[config.mk]
export PLATFORM = sky130hd
export DESIGN_NAME = sensor_health_classifier
export DESIGN_NICKNAME = d
export VERILOG_FILES = /design/src/rtl/core/shc_pkg.sv /design/src/rtl/core/sensor_health_classifier.sv /design/src/rtl/core/shc_state_mem.sv /design/src/rtl/core/shc_classify.sv
export SDC_FILE = /design/constraint.sdc
export NUM_CORES = 1
export LEC_CHECK = 0
export BUFFER_PORTS_ARGS = -buffer_cell sky130_fd_sc_hd__buf_4
export CORE_AREA = 3 3 158 221
export DETAILED_ROUTE_END_ITERATION = 10
export DIE_AREA = 0 0 161 224
export GPL_ROUTABILITY_DRIVEN = 0
export PLACE_DENSITY = 0.85
export SLEW_MARGIN = 10
export SYNTH_ARGS = -nofsm -noshare
export SYNTH_HDL_FRONTEND = slang
export SYNTH_SLANG_ARGS = --single-unit
[constraint.sdc]
create_clock -name clock -period 4.31 [get_ports clock]
set_input_delay 0 -clock clock [delete_from_list [all_inputs] [get_ports clock]]
set_output_delay 0 -clock clock [all_outputs]
set_load 0.01 [all_outputs]
[src/rtl/core/shc_pkg.sv]
// shared types, codes and defaults for the sensor health classifier
`default_nettype none
package shc_pkg;

   // default sizing
   localparam int DevicesDef   = 16;
   localparam int DeadLimitDef = 10;

   // field widths
   localparam int WordW  = 16;
   localparam int CountW = 4;
   localparam int DevW   = 4;
   localparam int CsrIdxW = 3;
   localparam int ReqDataW = 72;
   localparam int RspDataW = 24;

   // register indexes
   localparam logic [CsrIdxW-1:0] CsrGasLimit  = 3'd0;
   localparam logic [CsrIdxW-1:0] CsrGasBand   = 3'd1;
   localparam logic [CsrIdxW-1:0] CsrHighLimit = 3'd2;
   localparam logic [CsrIdxW-1:0] CsrLowLimit  = 3'd3;
   localparam logic [CsrIdxW-1:0] CsrTempBand  = 3'd4;
   localparam logic [CsrIdxW-1:0] CsrPowerMin  = 3'd5;

   // register reset values
   localparam logic [WordW-1:0] GasLimitRst  = 16'd1000;
   localparam logic [WordW-1:0] GasBandRst   = 16'd50;
   localparam logic [WordW-1:0] HighLimitRst = 16'd350;
   localparam logic [WordW-1:0] LowLimitRst  = 16'd100;
   localparam logic [WordW-1:0] TempBandRst  = 16'd10;
   localparam logic [WordW-1:0] PowerMinRst  = 16'h02A0;

   // main status codes
   localparam logic [1:0] MainUnused = 2'd0;
   localparam logic [1:0] MainGood   = 2'd1;
   localparam logic [1:0] MainError  = 2'd2;

   // page status codes
   localparam logic [2:0] PageUnused  = 3'd0;
   localparam logic [2:0] PageGood    = 3'd1;
   localparam logic [2:0] PageCold    = 3'd2;
   localparam logic [2:0] PageHot     = 3'd3;
   localparam logic [2:0] PageNoPower = 3'd4;
   localparam logic [2:0] PageGas     = 3'd5;
   localparam logic [2:0] PageDead    = 3'd6;

   // link level codes
   localparam logic [1:0] LinkUnused = 2'd0;
   localparam logic [1:0] LinkGood   = 2'd1;
   localparam logic [1:0] LinkWeak   = 2'd2;
   localparam logic [1:0] LinkDead   = 2'd3;

   // link grading thresholds
   localparam logic [WordW-1:0] LinkDeadAbove = 16'd200;
   localparam logic [WordW-1:0] LinkWeakAbove = 16'd100;
   localparam logic [9:0]       LinkClamp     = 10'd999;

   // per-device state entry
   typedef struct packed {
      logic [CountW-1:0] dead_count;
      logic              link_fault;
      logic              gas_fault;
      logic              hot_fault;
      logic              cold_fault;
   } entry_type;

   // one sensor report
   typedef struct packed {
      logic [WordW-1:0] rssi_raw;
      logic [WordW-1:0] supply_level;
      logic [WordW-1:0] co2_level;
      logic [WordW-1:0] temperature;
      logic             enabled;
      logic [DevW-1:0]  device;
      logic             scan_start;
   } req_type;

   // one classification result
   typedef struct packed {
      logic       alarm_any;
      logic [9:0] link_display;
      logic [1:0] link_level;
      logic [2:0] page_code;
      logic [1:0] health_state;
   } rsp_type;

   // limit registers
   typedef struct packed {
      logic [WordW-1:0] gas_limit;
      logic [WordW-1:0] gas_band;
      logic [WordW-1:0] high_temp_limit;
      logic [WordW-1:0] low_temp_limit;
      logic [WordW-1:0] temp_band;
      logic [WordW-1:0] power_min;
   } cfg_type;

endpackage
`default_nettype wire

[src/rtl/core/sensor_health_classifier.sv]
// sensor health classifier top level: report pipeline, limit registers, output beat
// each report passes the write-back stage register, then the output register
// throughput: one report per cycle unless results stall, one state read and write a cycle
// forwarding from the write-back stage keeps back-to-back reports to one device exact
// reset is synchronous, clears the pipeline, the alarm flag and the memory valid bits
// limit registers return to their defaults at reset
`default_nettype none
module sensor_health_classifier #(
   parameter int DEVICES    = shc_pkg::DevicesDef,
   parameter int DEAD_LIMIT = shc_pkg::DeadLimitDef
) (
   input  wire logic                          clock,
   input  wire logic                          reset,
   // report beat
   input  wire logic                          req_tvalid,
   output logic                               req_tready,
   // scan_start, device, enabled, temperature, co2_level, supply_level, rssi_raw, zero pad
   input  wire logic [shc_pkg::ReqDataW-1:0]  req_tdata,
   // result beat
   output logic                               rsp_tvalid,
   input  wire logic                          rsp_tready,
   // health_state, page_code, link_level, link_display, alarm_any, zero pad
   output logic [shc_pkg::RspDataW-1:0]       rsp_tdata,
   // register write
   input  wire logic                          csr_valid,
   output logic                               csr_ready,
   input  wire logic [shc_pkg::CsrIdxW-1:0]   csr_index,
   input  wire logic [shc_pkg::WordW-1:0]     csr_data
);

   localparam int AW = (DEVICES > 1) ? $clog2(DEVICES) : 1;

   shc_pkg::cfg_type   cfg_ff;
   shc_pkg::req_type   req_in;
   shc_pkg::req_type   s1_req_ff;
   logic               s1_valid_ff, s1_valid_in;
   logic               rsp_valid_ff, rsp_valid_in;
   shc_pkg::rsp_type   rsp_ff;
   logic               accum_ff, accum_in;
   logic               accum_nxt;
   logic               req_accept, s1_adv;
   shc_pkg::entry_type entry_cur, entry_nxt;
   shc_pkg::rsp_type   rsp_nxt;
   logic               cls_wr;

   // register writes, always ready
   assign csr_ready = 1'b1;

   always_ff @(posedge clock) begin
      if (reset) begin
         cfg_ff.gas_limit       <= shc_pkg::GasLimitRst;
         cfg_ff.gas_band        <= shc_pkg::GasBandRst;
         cfg_ff.high_temp_limit <= shc_pkg::HighLimitRst;
         cfg_ff.low_temp_limit  <= shc_pkg::LowLimitRst;
         cfg_ff.temp_band       <= shc_pkg::TempBandRst;
         cfg_ff.power_min       <= shc_pkg::PowerMinRst;
      end else if (csr_valid) begin
         unique case (csr_index)
            shc_pkg::CsrGasLimit:  cfg_ff.gas_limit       <= csr_data;
            shc_pkg::CsrGasBand:   cfg_ff.gas_band        <= csr_data;
            shc_pkg::CsrHighLimit: cfg_ff.high_temp_limit <= csr_data;
            shc_pkg::CsrLowLimit:  cfg_ff.low_temp_limit  <= csr_data;
            shc_pkg::CsrTempBand:  cfg_ff.temp_band       <= csr_data;
            shc_pkg::CsrPowerMin:  cfg_ff.power_min       <= csr_data;
            default: ;
         endcase
      end
   end

   // handshake and stage control
   assign req_in     = req_tdata[$bits(shc_pkg::req_type)-1:0];
   assign s1_adv     = s1_valid_ff && (!rsp_valid_ff || rsp_tready);
   assign req_tready = !s1_valid_ff || s1_adv;
   assign req_accept = req_tvalid && req_tready;

   always_comb begin
      s1_valid_in = s1_valid_ff;
      if (req_accept) begin
         s1_valid_in = 1'b1;
      end else if (s1_adv) begin
         s1_valid_in = 1'b0;
      end
      rsp_valid_in = rsp_valid_ff;
      if (s1_adv) begin
         rsp_valid_in = 1'b1;
      end else if (rsp_tready) begin
         rsp_valid_in = 1'b0;
      end
      accum_in = s1_adv ? accum_nxt : accum_ff;
   end

   always_ff @(posedge clock) begin
      if (reset) begin
         s1_valid_ff  <= 1'b0;
         rsp_valid_ff <= 1'b0;
         accum_ff     <= 1'b0;
      end else begin
         s1_valid_ff  <= s1_valid_in;
         rsp_valid_ff <= rsp_valid_in;
         accum_ff     <= accum_in;
      end
   end

   // payload registers
   always_ff @(posedge clock) begin
      if (req_accept) begin
         s1_req_ff <= req_in;
      end
      if (s1_adv) begin
         rsp_ff <= rsp_nxt;
      end
   end

   // per-device state
   shc_state_mem #(
      .DEVICES (DEVICES),
      .AW      (AW)
   ) u_mem (
      .clock   (clock),
      .reset   (reset),
      .rd_en   (req_accept),
      .rd_addr (AW'(req_in.device)),
      .rd_data (entry_cur),
      .wr_en   (s1_adv && cls_wr),
      .wr_addr (AW'(s1_req_ff.device)),
      .wr_data (entry_nxt)
   );

   // classification of the report in the write-back stage
   shc_classify #(
      .DEVICES    (DEVICES),
      .DEAD_LIMIT (DEAD_LIMIT)
   ) u_classify (
      .req       (s1_req_ff),
      .entry_cur (entry_cur),
      .cfg       (cfg_ff),
      .accum_cur (accum_ff),
      .wr_en     (cls_wr),
      .entry_nxt (entry_nxt),
      .accum_nxt (accum_nxt),
      .rsp       (rsp_nxt)
   );

   assign rsp_tvalid = rsp_valid_ff;
   assign rsp_tdata  = shc_pkg::RspDataW'(rsp_ff);

endmodule
`default_nettype wire

[src/rtl/core/shc_state_mem.sv]
// per-device state memory with valid bits and write-to-read forwarding
`default_nettype none
module shc_state_mem #(
   parameter int DEVICES = shc_pkg::DevicesDef,
   parameter int AW      = (DEVICES > 1) ? $clog2(DEVICES) : 1
) (
   input  wire logic                clock,
   input  wire logic                reset,
   input  wire logic                rd_en,
   input  wire logic [AW-1:0]       rd_addr,
   output shc_pkg::entry_type       rd_data,
   input  wire logic                wr_en,
   input  wire logic [AW-1:0]       wr_addr,
   input  shc_pkg::entry_type       wr_data
);

   shc_pkg::entry_type mem_ff [DEVICES];
   logic [DEVICES-1:0] valid_ff;
   logic [DEVICES-1:0] valid_in;
   shc_pkg::entry_type rd_ff;
   logic               rd_valid_ff;
   logic               fwd_hit_ff;
   shc_pkg::entry_type fwd_data_ff;

   // array write and registered read
   always_ff @(posedge clock) begin
      if (wr_en) begin
         mem_ff[wr_addr] <= wr_data;
      end
      if (rd_en) begin
         rd_ff       <= mem_ff[rd_addr];
         fwd_data_ff <= wr_data;
      end
   end

   // valid bits, an entry never written reads as zero
   always_comb begin
      valid_in = valid_ff;
      if (wr_en) begin
         valid_in[wr_addr] = 1'b1;
      end
   end

   // read-side flags, forwarding covers a write in the read cycle
   always_ff @(posedge clock) begin
      if (reset) begin
         valid_ff    <= '0;
         rd_valid_ff <= 1'b0;
         fwd_hit_ff  <= 1'b0;
      end else begin
         valid_ff <= valid_in;
         if (rd_en) begin
            rd_valid_ff <= valid_ff[rd_addr];
            fwd_hit_ff  <= wr_en && (wr_addr == rd_addr);
         end
      end
   end

   assign rd_data = fwd_hit_ff  ? fwd_data_ff :
                    rd_valid_ff ? rd_ff       : '0;

endmodule
`default_nettype wire

[src/rtl/core/shc_classify.sv]
// report classification and per-device state update
`default_nettype none
module shc_classify #(
   parameter int DEVICES    = shc_pkg::DevicesDef,
   parameter int DEAD_LIMIT = shc_pkg::DeadLimitDef
) (
   input  shc_pkg::req_type   req,
   input  shc_pkg::entry_type entry_cur,
   input  shc_pkg::cfg_type   cfg,
   input  wire logic          accum_cur,
   output logic               wr_en,
   output shc_pkg::entry_type entry_nxt,
   output logic               accum_nxt,
   output shc_pkg::rsp_type   rsp
);

   localparam logic [shc_pkg::CountW-1:0] DeadLim = shc_pkg::CountW'(DEAD_LIMIT);

   logic                          active;
   logic                          accum_base;
   logic [shc_pkg::WordW-1:0]     strength;
   logic                          nopower;
   logic signed [shc_pkg::WordW+1:0] co2_s, temp_s;
   logic signed [shc_pkg::WordW+1:0] gas_hi, gas_lo, hot_set, hot_clr, cold_set, cold_clr;

   function automatic logic signed [shc_pkg::WordW+1:0] widen(input logic [shc_pkg::WordW-1:0] v);
      return $signed({2'b00, v});
   endfunction

   assign active     = req.enabled && (32'(req.device) < DEVICES);
   assign accum_base = req.scan_start ? 1'b0 : accum_cur;
   assign strength   = ~req.rssi_raw;

   // limits in signed wide form so a band never wraps
   assign co2_s    = widen(req.co2_level);
   assign temp_s   = widen(req.temperature);
   assign gas_hi   = widen(cfg.gas_limit) + widen(cfg.gas_band);
   assign gas_lo   = widen(cfg.gas_limit) - widen(cfg.gas_band);
   assign hot_set  = widen(cfg.high_temp_limit) + widen(cfg.temp_band);
   assign hot_clr  = widen(cfg.high_temp_limit);
   assign cold_set = widen(cfg.low_temp_limit) - widen(cfg.temp_band);
   assign cold_clr = widen(cfg.low_temp_limit);
   assign nopower  = req.supply_level < cfg.power_min;

   always_comb begin
      entry_nxt = entry_cur;
      rsp       = '0;
      accum_nxt = accum_base;
      wr_en     = active;

      if (active) begin
         // link grading
         if (strength > shc_pkg::LinkDeadAbove) begin
            rsp.link_level   = shc_pkg::LinkDead;
            rsp.link_display = shc_pkg::LinkClamp;
         end else if (strength > shc_pkg::LinkWeakAbove) begin
            rsp.link_level   = shc_pkg::LinkWeak;
            rsp.link_display = strength[9:0];
         end else begin
            rsp.link_level   = shc_pkg::LinkGood;
            rsp.link_display = strength[9:0];
         end

         // dead-link counter
         if (rsp.link_level == shc_pkg::LinkDead) begin
            if (entry_cur.dead_count < DeadLim) begin
               entry_nxt.dead_count = entry_cur.dead_count + 4'd1;
            end else begin
               entry_nxt.link_fault = 1'b1;
            end
         end else begin
            entry_nxt.dead_count = '0;
            entry_nxt.link_fault = 1'b0;
         end

         // gas hysteresis
         if (entry_cur.gas_fault) begin
            if (co2_s < gas_lo) entry_nxt.gas_fault = 1'b0;
         end else begin
            if (co2_s > gas_hi) entry_nxt.gas_fault = 1'b1;
         end

         // high temperature hysteresis
         if (entry_cur.hot_fault) begin
            if (temp_s < hot_clr) entry_nxt.hot_fault = 1'b0;
         end else begin
            if (temp_s > hot_set) entry_nxt.hot_fault = 1'b1;
         end

         // low temperature hysteresis
         if (entry_cur.cold_fault) begin
            if (temp_s > cold_clr) entry_nxt.cold_fault = 1'b0;
         end else begin
            if (temp_s < cold_set) entry_nxt.cold_fault = 1'b1;
         end

         // page code by priority
         rsp.health_state = shc_pkg::MainError;
         if (entry_nxt.link_fault) begin
            rsp.page_code = shc_pkg::PageDead;
         end else if (entry_nxt.gas_fault) begin
            rsp.page_code = shc_pkg::PageGas;
         end else if (nopower) begin
            rsp.page_code = shc_pkg::PageNoPower;
         end else if (entry_nxt.hot_fault) begin
            rsp.page_code = shc_pkg::PageHot;
         end else if (entry_nxt.cold_fault) begin
            rsp.page_code = shc_pkg::PageCold;
         end else begin
            rsp.health_state = shc_pkg::MainGood;
            rsp.page_code    = shc_pkg::PageGood;
         end

         if (rsp.health_state == shc_pkg::MainError) begin
            accum_nxt = 1'b1;
         end
      end

      rsp.alarm_any = accum_nxt;
   end

endmodule
`default_nettype wire

# Yosys cells after proc, flatten, opt, wreduce, memory -nomap -nowiden
# Memory sizes are Yosys's and may differ from the RTL's. A register that Yosys moved wholly into a read port is not among the register bits.
# Index checks and enable logic that the tools add are counted.
dict set report word_totals {
  register_bits 213
  word_cells 125
  mem_bits_ro 0
  in_bits 96
  output_inout_bits 27
  mem_bits_rw 128
  latchBits 0
  memories 1
}
dict set report classes {
  n_shift 0
  order_cmp 13
  mux 46
  bitwise_logic 3
  div_mod_pow 0
  n_addsub 5
  eq_ne 8
  reduce_logical 19
  multipliers 0
}
# name depth word_bits rd rd_clocked_by_memory_dff write_ports line
set mem_list {}
lappend mem_list {u_mem.mem_ff 16 8 1 1 1 shc_state_mem.sv:17} ;# shc_pkg::entry_type mem_ff [DEVICES];
# operator count
set op_table {}
lappend op_table {{17-bit by 18-bit > comparator with 1-bit output} 2}
lappend op_table {{17-bit by 18-bit < comparator with 1-bit output} 2}
lappend op_table {{16-bit by 16-bit adder with 17-bit output} 2}
lappend op_table {{16-bit by 16-bit subtractor with 17-bit output} 2}
lappend op_table {{16-bit < comparator} 2}
lappend op_table {{1-bit two-way mux} 24}
lappend op_table {{12-bit two-way mux} 2}
lappend op_table {{8-bit two-way mux} 3}
lappend op_table {{16-bit > comparator} 1}
lappend op_table {{16-bit by 7-bit > comparator with 1-bit output (second input constant)} 1}
lappend op_table {{16-bit by 8-bit > comparator with 1-bit output (second input constant)} 1}
lappend op_table {{2-bit two-way mux} 8}
lappend op_table {{16-bit inverter} 1}
lappend op_table {{16-bit OR} 1}
lappend op_table {{3-bit two-way mux} 4}
lappend op_table {{2-bit AND reduction} 6}
lappend op_table {{4-bit by 5-bit < comparator with 1-bit output (second input constant)} 2}
lappend op_table {{5-bit two-way mux} 2}
lappend op_table {{3-bit by 2-bit == test with 1-bit output (second input constant)} 2}
lappend op_table {{3-bit == test (second input constant)} 2}
lappend op_table {{1-bit logical AND} 5}
lappend op_table {{4-bit by 1-bit adder with 4-bit output (second input constant)} 1}
lappend op_table {{1-bit binary-select mux with 4-bit select} 1}
lappend op_table {{1-bit demux with 4-bit select} 1}
lappend op_table {{other kinds (12)} 16}

# Longest topological paths before layout
dict set report logic_depth {
  ltp_word 14
  ltp_mapped 20
  mapped_depth_nobuf 20
}

# Cells and area by module
# A second synthesis with hierarchy kept.
dict set report unflattened {
  hier_cells 1629
  area_unflattened_um2 18361.4
}
# module cells_per_inst instances area_each_um2 seq_area_each_um2
set by_module_without_submodules {}
lappend by_module_without_submodules {shc_state_mem 305 1 6358.6 4684.5}
lappend by_module_without_submodules {sensor_health_classifier 529 1 6232.2 4624.4}
lappend by_module_without_submodules {shc_classify 795 1 5770.5 0.0}

# Worst setup path before layout
# OpenSTA, ideal clock, no wires.
dict set report synth_path {
  path_kind {register to register}
  from {register cfg_ff[71] (netlist name)}
  to {register rsp_ff (netlist bit rsp_tdata[17]), data pin}
  n_path_buf 1
  t_required_ps 4049
  stages_incl_launch_ff 19
  setup_ps 261
  synth_period_minus_slack_ps 4278
  setup_slack_ps 32
  arrival_ps 4017
  path_cell_list {dfxtp_1 inv_1 ha_1 clkbuf_1 nor2b_1 or4_1 o21ai_0 or4_1 nand3b_1 xor2_1 ha_1 nand2_1 o21ai_0 a2111oi_0 o211a_1 a211oi_1 a2111o_1 o31a_1 a221o_1}
}
dict set report synth_via {
  elab_chain_len 11
  word_cells_on_any_way 14
  cone_classes {add/sub (2); order compare (2); eq/ne (1); mux (9)}
}
# element line
set synth_lines {}
lappend synth_lines {{from (decl)} sensor_health_classifier.sv:33} ;# shc_pkg::cfg_type cfg_ff;
lappend synth_lines {{16-bit by 16-bit adder with 17-bit output / 16-bit by 16-bit subtractor with 17-bit output (equally long branches)} {shc_classify.sv:37, shc_classify.sv:38}}
lappend synth_lines {{17-bit by 18-bit > comparator with 1-bit output / 17-bit by 18-bit < comparator with 1-bit output (equally long branches)} {shc_classify.sv:80, shc_classify.sv:78}}
lappend synth_lines {{1-bit two-way mux (on tied branches)} {shc_classify.sv:80, shc_classify.sv:78}}
lappend synth_lines {{1-bit two-way mux *} shc_classify.sv:77} ;# if (entry_cur.gas_fault) begin
lappend synth_lines {{1-bit two-way mux *} shc_classify.sv:51} ;# if (active) begin
lappend synth_lines {{2-bit two-way mux *} shc_classify.sv:101} ;# end else if (entry_nxt.gas_fault) begin
lappend synth_lines {{2-bit two-way mux *} shc_classify.sv:99} ;# if (entry_nxt.link_fault) begin
lappend synth_lines {{2-bit two-way mux *} shc_classify.sv:51}
lappend synth_lines {{2-bit == test *} shc_classify.sv:114} ;# if (rsp.health_state == shc_pkg::MainError) begin
lappend synth_lines {{1-bit two-way mux *} shc_classify.sv:114}
lappend synth_lines {{1-bit two-way mux *} shc_classify.sv:51}
lappend synth_lines {{net accum_nxt} sensor_health_classifier.sv:40} ;# logic accum_nxt;
lappend synth_lines {{to (signal assigned)} sensor_health_classifier.sv:110} ;# rsp_ff <= rsp_nxt;
lappend synth_lines {{to (decl)} sensor_health_classifier.sv:38} ;# shc_pkg::rsp_type rsp_ff;
# Mark *: on every way through the listed nets, which the timed path passes. The rest lies on a longest branch. The select of a mux whose other input is x is not followed.
# A chain may end at the register's enable or synchronous reset.

# Final worst setup path
dict set report layout_path {
  from {register cfg_ff[64] (netlist name)}
  to {register rsp_ff (netlist bit rsp_tdata[17]), data pin}
}
# The elaborated chain is that of the path after synthesis.

==> results.md <==
- Vias in the first global route: 14,600
- Antenna violations before repair: 0
- Footprint of the multi-input gates: 8470 sq um
- Fin crit share: 107%
- PwrDens: 352 nW/um^2
- FF-to-FF Start: cfg_ff[64]$_SDFFE_PP0P_
- Min-Delay Path Depth: 5
- Adder-Cell Fraction of Synth Area: 12.5%
- Part of the power in the clock network: 38.9%
- Clock Skew: 16.2 ps
- Later-pin clock latency in the skew report: 540 ps
- Static Leakage: 8.80 nW
- Sw Pwr: 2.00 mW
- Die ar.: 36,100 sq um
- Simple-Gate Fraction of Synth Area: 12.1%
- Post-synthesis instance total: 1,637
- Crit-path max FO: 3
- Largest net degree at the start of global routing: 89
- Slew margin rel.: 19.1%
- WHS Endpoint: cfg_ff[55]$_SDFFE_PP0P_
- RSZ-0062 raised after global routing: yes
- R2R depth: 21
- Final setup fails: 24
- Status: complete, but fails checks
- I/O pins: 123
- Placed cells: 2,216
- Violated checks: negative setup slack
- Root Driver: clkbuf_16
- Final hold violation count: 0
- Non-Filler Instances: 2,398
- Post-synth EDFFs: 232
- Max_cap viols: 0
- Cell Area, Synth: 18,100 sq um
- Sequential power share: 47.0%
- Final net count: 2,202
- Syn-to-layout area delta: 25.1%
- Register clock-pin slew on the reported worst setup and hold paths: 60 ps
- HPWL after DPL: 32.0 mm
- Hold Crit Start: csr_index[0]
- Peak supply drop: 336 uV
- Yosys cell types: 65
- Largest family of logic cells by synthesized area: adder cells
- Setup TNS Final: -5760 ps
- Flops & latches, synth: 349
- CORE AREA: 33,200 sq um
- Setup WS post-layout: -322 ps
- Most frequent cells in the layout: nand2_1, edfxtp_1, buf_4
- CTS tree: built
- First-pass GRT wire length: 74.7 mm
- Vias per cell: 6.00
- Pre-antenna DRT Iters: 6
- Post-synthesis mux area share: 5.72%
- CTS Buf Count: 35
- Crit path arrival time: 4930 ps
- Detail Route Antenna Nets: 0
- Reg2Reg Setup Slack: -320 ps
- Core Rows: 79
- Worst Path Class, Setup: reg2reg
- Reg-to-Reg End: rsp_tdata[17]$_DFFE_PP_
- Clock tree buffer depth: 3
- DRC: 0
- Compound-gate portion of the synthesized area: 11.6%
- Die Height: 224 um
- Post-Synth XOR/XNOR Area: 2.67%
- Syn_area_per_cell: 11.0 sq um
- 1st-iter DRT viols: 1,250
- Dpl ws: -729 ps
- GRT overflow: 0
- Worst slew pin tran: 1210 ps
- Port-buffer cells: 113
- Max-slew violation count: 0
- Startpoint types: flip-flop
- Seq. cell area: 9320 sq um
- Ant diodes: 0
- WP data required: 4600 ps
- Die W: 161 um
- Layout filler cell count: 2,261
- CP endpoint kind: flip-flop
- Power Total: 7.96 mW
- Fmax achieved: 216 MHz
- Avg WL per Cell: 20.7 um
- Syn. warnings: 0
- Share of layout cells above drive strength 1: 21.0%
- Switching portion of total power: 25.2%
- Sink Count: 349
- Minimum clock period: 4630 ps
- H-tree depth: 2
- Worst hold path class: in2reg
- Internal cell power: 5.95 mW
- Main synth FF type: edfxtp_1
- Starting density of the core: 54.4%
- Vias: 14,400
- Post-synthesis sequential area ratio: 51.5%
- Routed WL: 49.7 mm
- Post-synth ARST share: 0%
- GR Util All Layers: 26.1%
- Comb power frac: 14.1%
## worst max-delay path: stages (launching register included)
cell and delay [ps]:
dfxtp_4 370, ha_2 190, inv_1 70, fa_2 350, or2_4 260, a221oi_4 280
o21ai_1 130, nor2_1 140, nor2_1 60, nor2_1 100, nor2_1 60, xnor2_1 120
ha_1 180, a21oi_1 150, o21ai_1 160, a2111oi_4 260, o211a_1 240, a211oi_2 60
a2111o_1 510, buf_6 180, o31a_1 260, a221o_1 270
## logic make-up after synthesis
family                     after synthesis
and+or+nand+nor                        491
DFF                                    349
AOI/OAI and AO/OA                      340
adders and majority gates              178
buffers and inverters                  175
xor gates and xnor gates                55
muxes                                   47
other                                    2
## per-layer routing
metal  track usage [%]  vias to the layer above  wire [um]  part of all wire [%]
met5                 0                        -          0                     0
met4              15.8                        0       3640                   7.3
met3              3.35                      250       2830                   5.7
met2              49.3                      749      26100                    53
met1              27.2                     6891      17100                    34
li1                  -                     6490          -                     -
## per-stage QoR
stage               area [sq um]  hold slack [ps]  utilization [%]
floorplan                  18100             98.9                -
global placement           19800              178             59.7
detailed placement         19800              179             59.7
CTS                        22200             3.70             66.9
global route               22600             42.2             68.0
finish                     22600             21.8             68.0
## cells in the mapped netlist (all sizes together) (11+ instances only)
cell	instances	share of area [%]
edfxtp	232	39
nand2	232	4.8
ha	174	12
a21oi	161	4.5
nor2	122	2.5
dfxtp	117	13
inv	109	2.3
o21ai	58	1.6
clkbuf	46	0.96
mux4	45	5.6
xnor2	31	1.5
xor2	24	1.2
buf	20	0.66
nor3	20	0.55
nand4	19	0.66
nand2b	17	0.59
nand3b	15	0.62
o21bai	15	0.62
nand3	14	0.39
a211o	13	0.63
nor2b	13	0.45
a21o	12	0.50
a211oi	11	0.46
## layout make-up
cell class                      count  area share, %
Clock buffer                       49           4.69
Clock inverter                     13          0.615
Inverter                          109           1.82
Multi-Input combinational cell   1118           37.5
Sequential cell                   349           41.3
Tap cell                          445           2.46
Timing Repair Buffer              315           11.7
## worst max-delay path by stage
stage                                  from                             to  slack [ps]  cells after the start
global placement    cfg_ff[65]$_SDFFE_PP1P_  u_mem.mem_ff[10][2]$_DFFE_PP_        -420                     18
floorplan           cfg_ff[71]$_SDFFE_PP0P_        rsp_tdata[17]$_DFFE_PP_          30                     18
finish              cfg_ff[64]$_SDFFE_PP0P_        rsp_tdata[17]$_DFFE_PP_        -320                     21
detailed placement  cfg_ff[65]$_SDFFE_PP1P_  u_mem.mem_ff[15][2]$_DFFE_PP_        -730                     18
global route        cfg_ff[64]$_SDFFE_PP0P_        rsp_tdata[17]$_DFFE_PP_        -470                     21
CTS                 cfg_ff[65]$_SDFFE_PP1P_        rsp_tdata[17]$_DFFE_PP_         -20                     20
## flip-flops by register name (all words and copies together), names as in the netlist
register / cells
accum_ff: 1
cfg_ff: 96
rsp_tdata: 18
rsp_tvalid: 1
s1_req_ff: 70
s1_valid_ff: 1
u_mem.fwd_data_ff: 8
u_mem.fwd_hit_ff: 1
u_mem.mem_ff: 128
u_mem.rd_ff: 8
u_mem.rd_valid_ff: 1
u_mem.valid_ff: 16
## power groups by stage
| stage | Clock (mW) | Sequential, mW | Combinational (mW) |
|---|---|---|---|
| global placement | 0 | 3.80 | 0.861 |
| global route | 3.24 | 3.75 | 1.22 |
| CTS | 3.12 | 3.74 | 1.02 |
| finish | 3.09 | 3.74 | 1.12 |
| detailed placement | 0 | 3.81 | 0.906 |
| floorplan | 0 | 3.79 | 0.580 |
## what timing repair did
| action | in CTS | in global routing |
|---|---|---|
| setup endpoints to repair | 58 | 58 |
| endpoints found under the hold margin | 193 | 0 |
| pin swaps | 32 | 48 |
| gates resized for setup | 45 | 65 |
| hold buffers | 92 | 0 |
| cloned | 1 | 1 |
| setup buffers | 12 | 14 |
No activity file was read; power rests on OpenSTA's default activity.
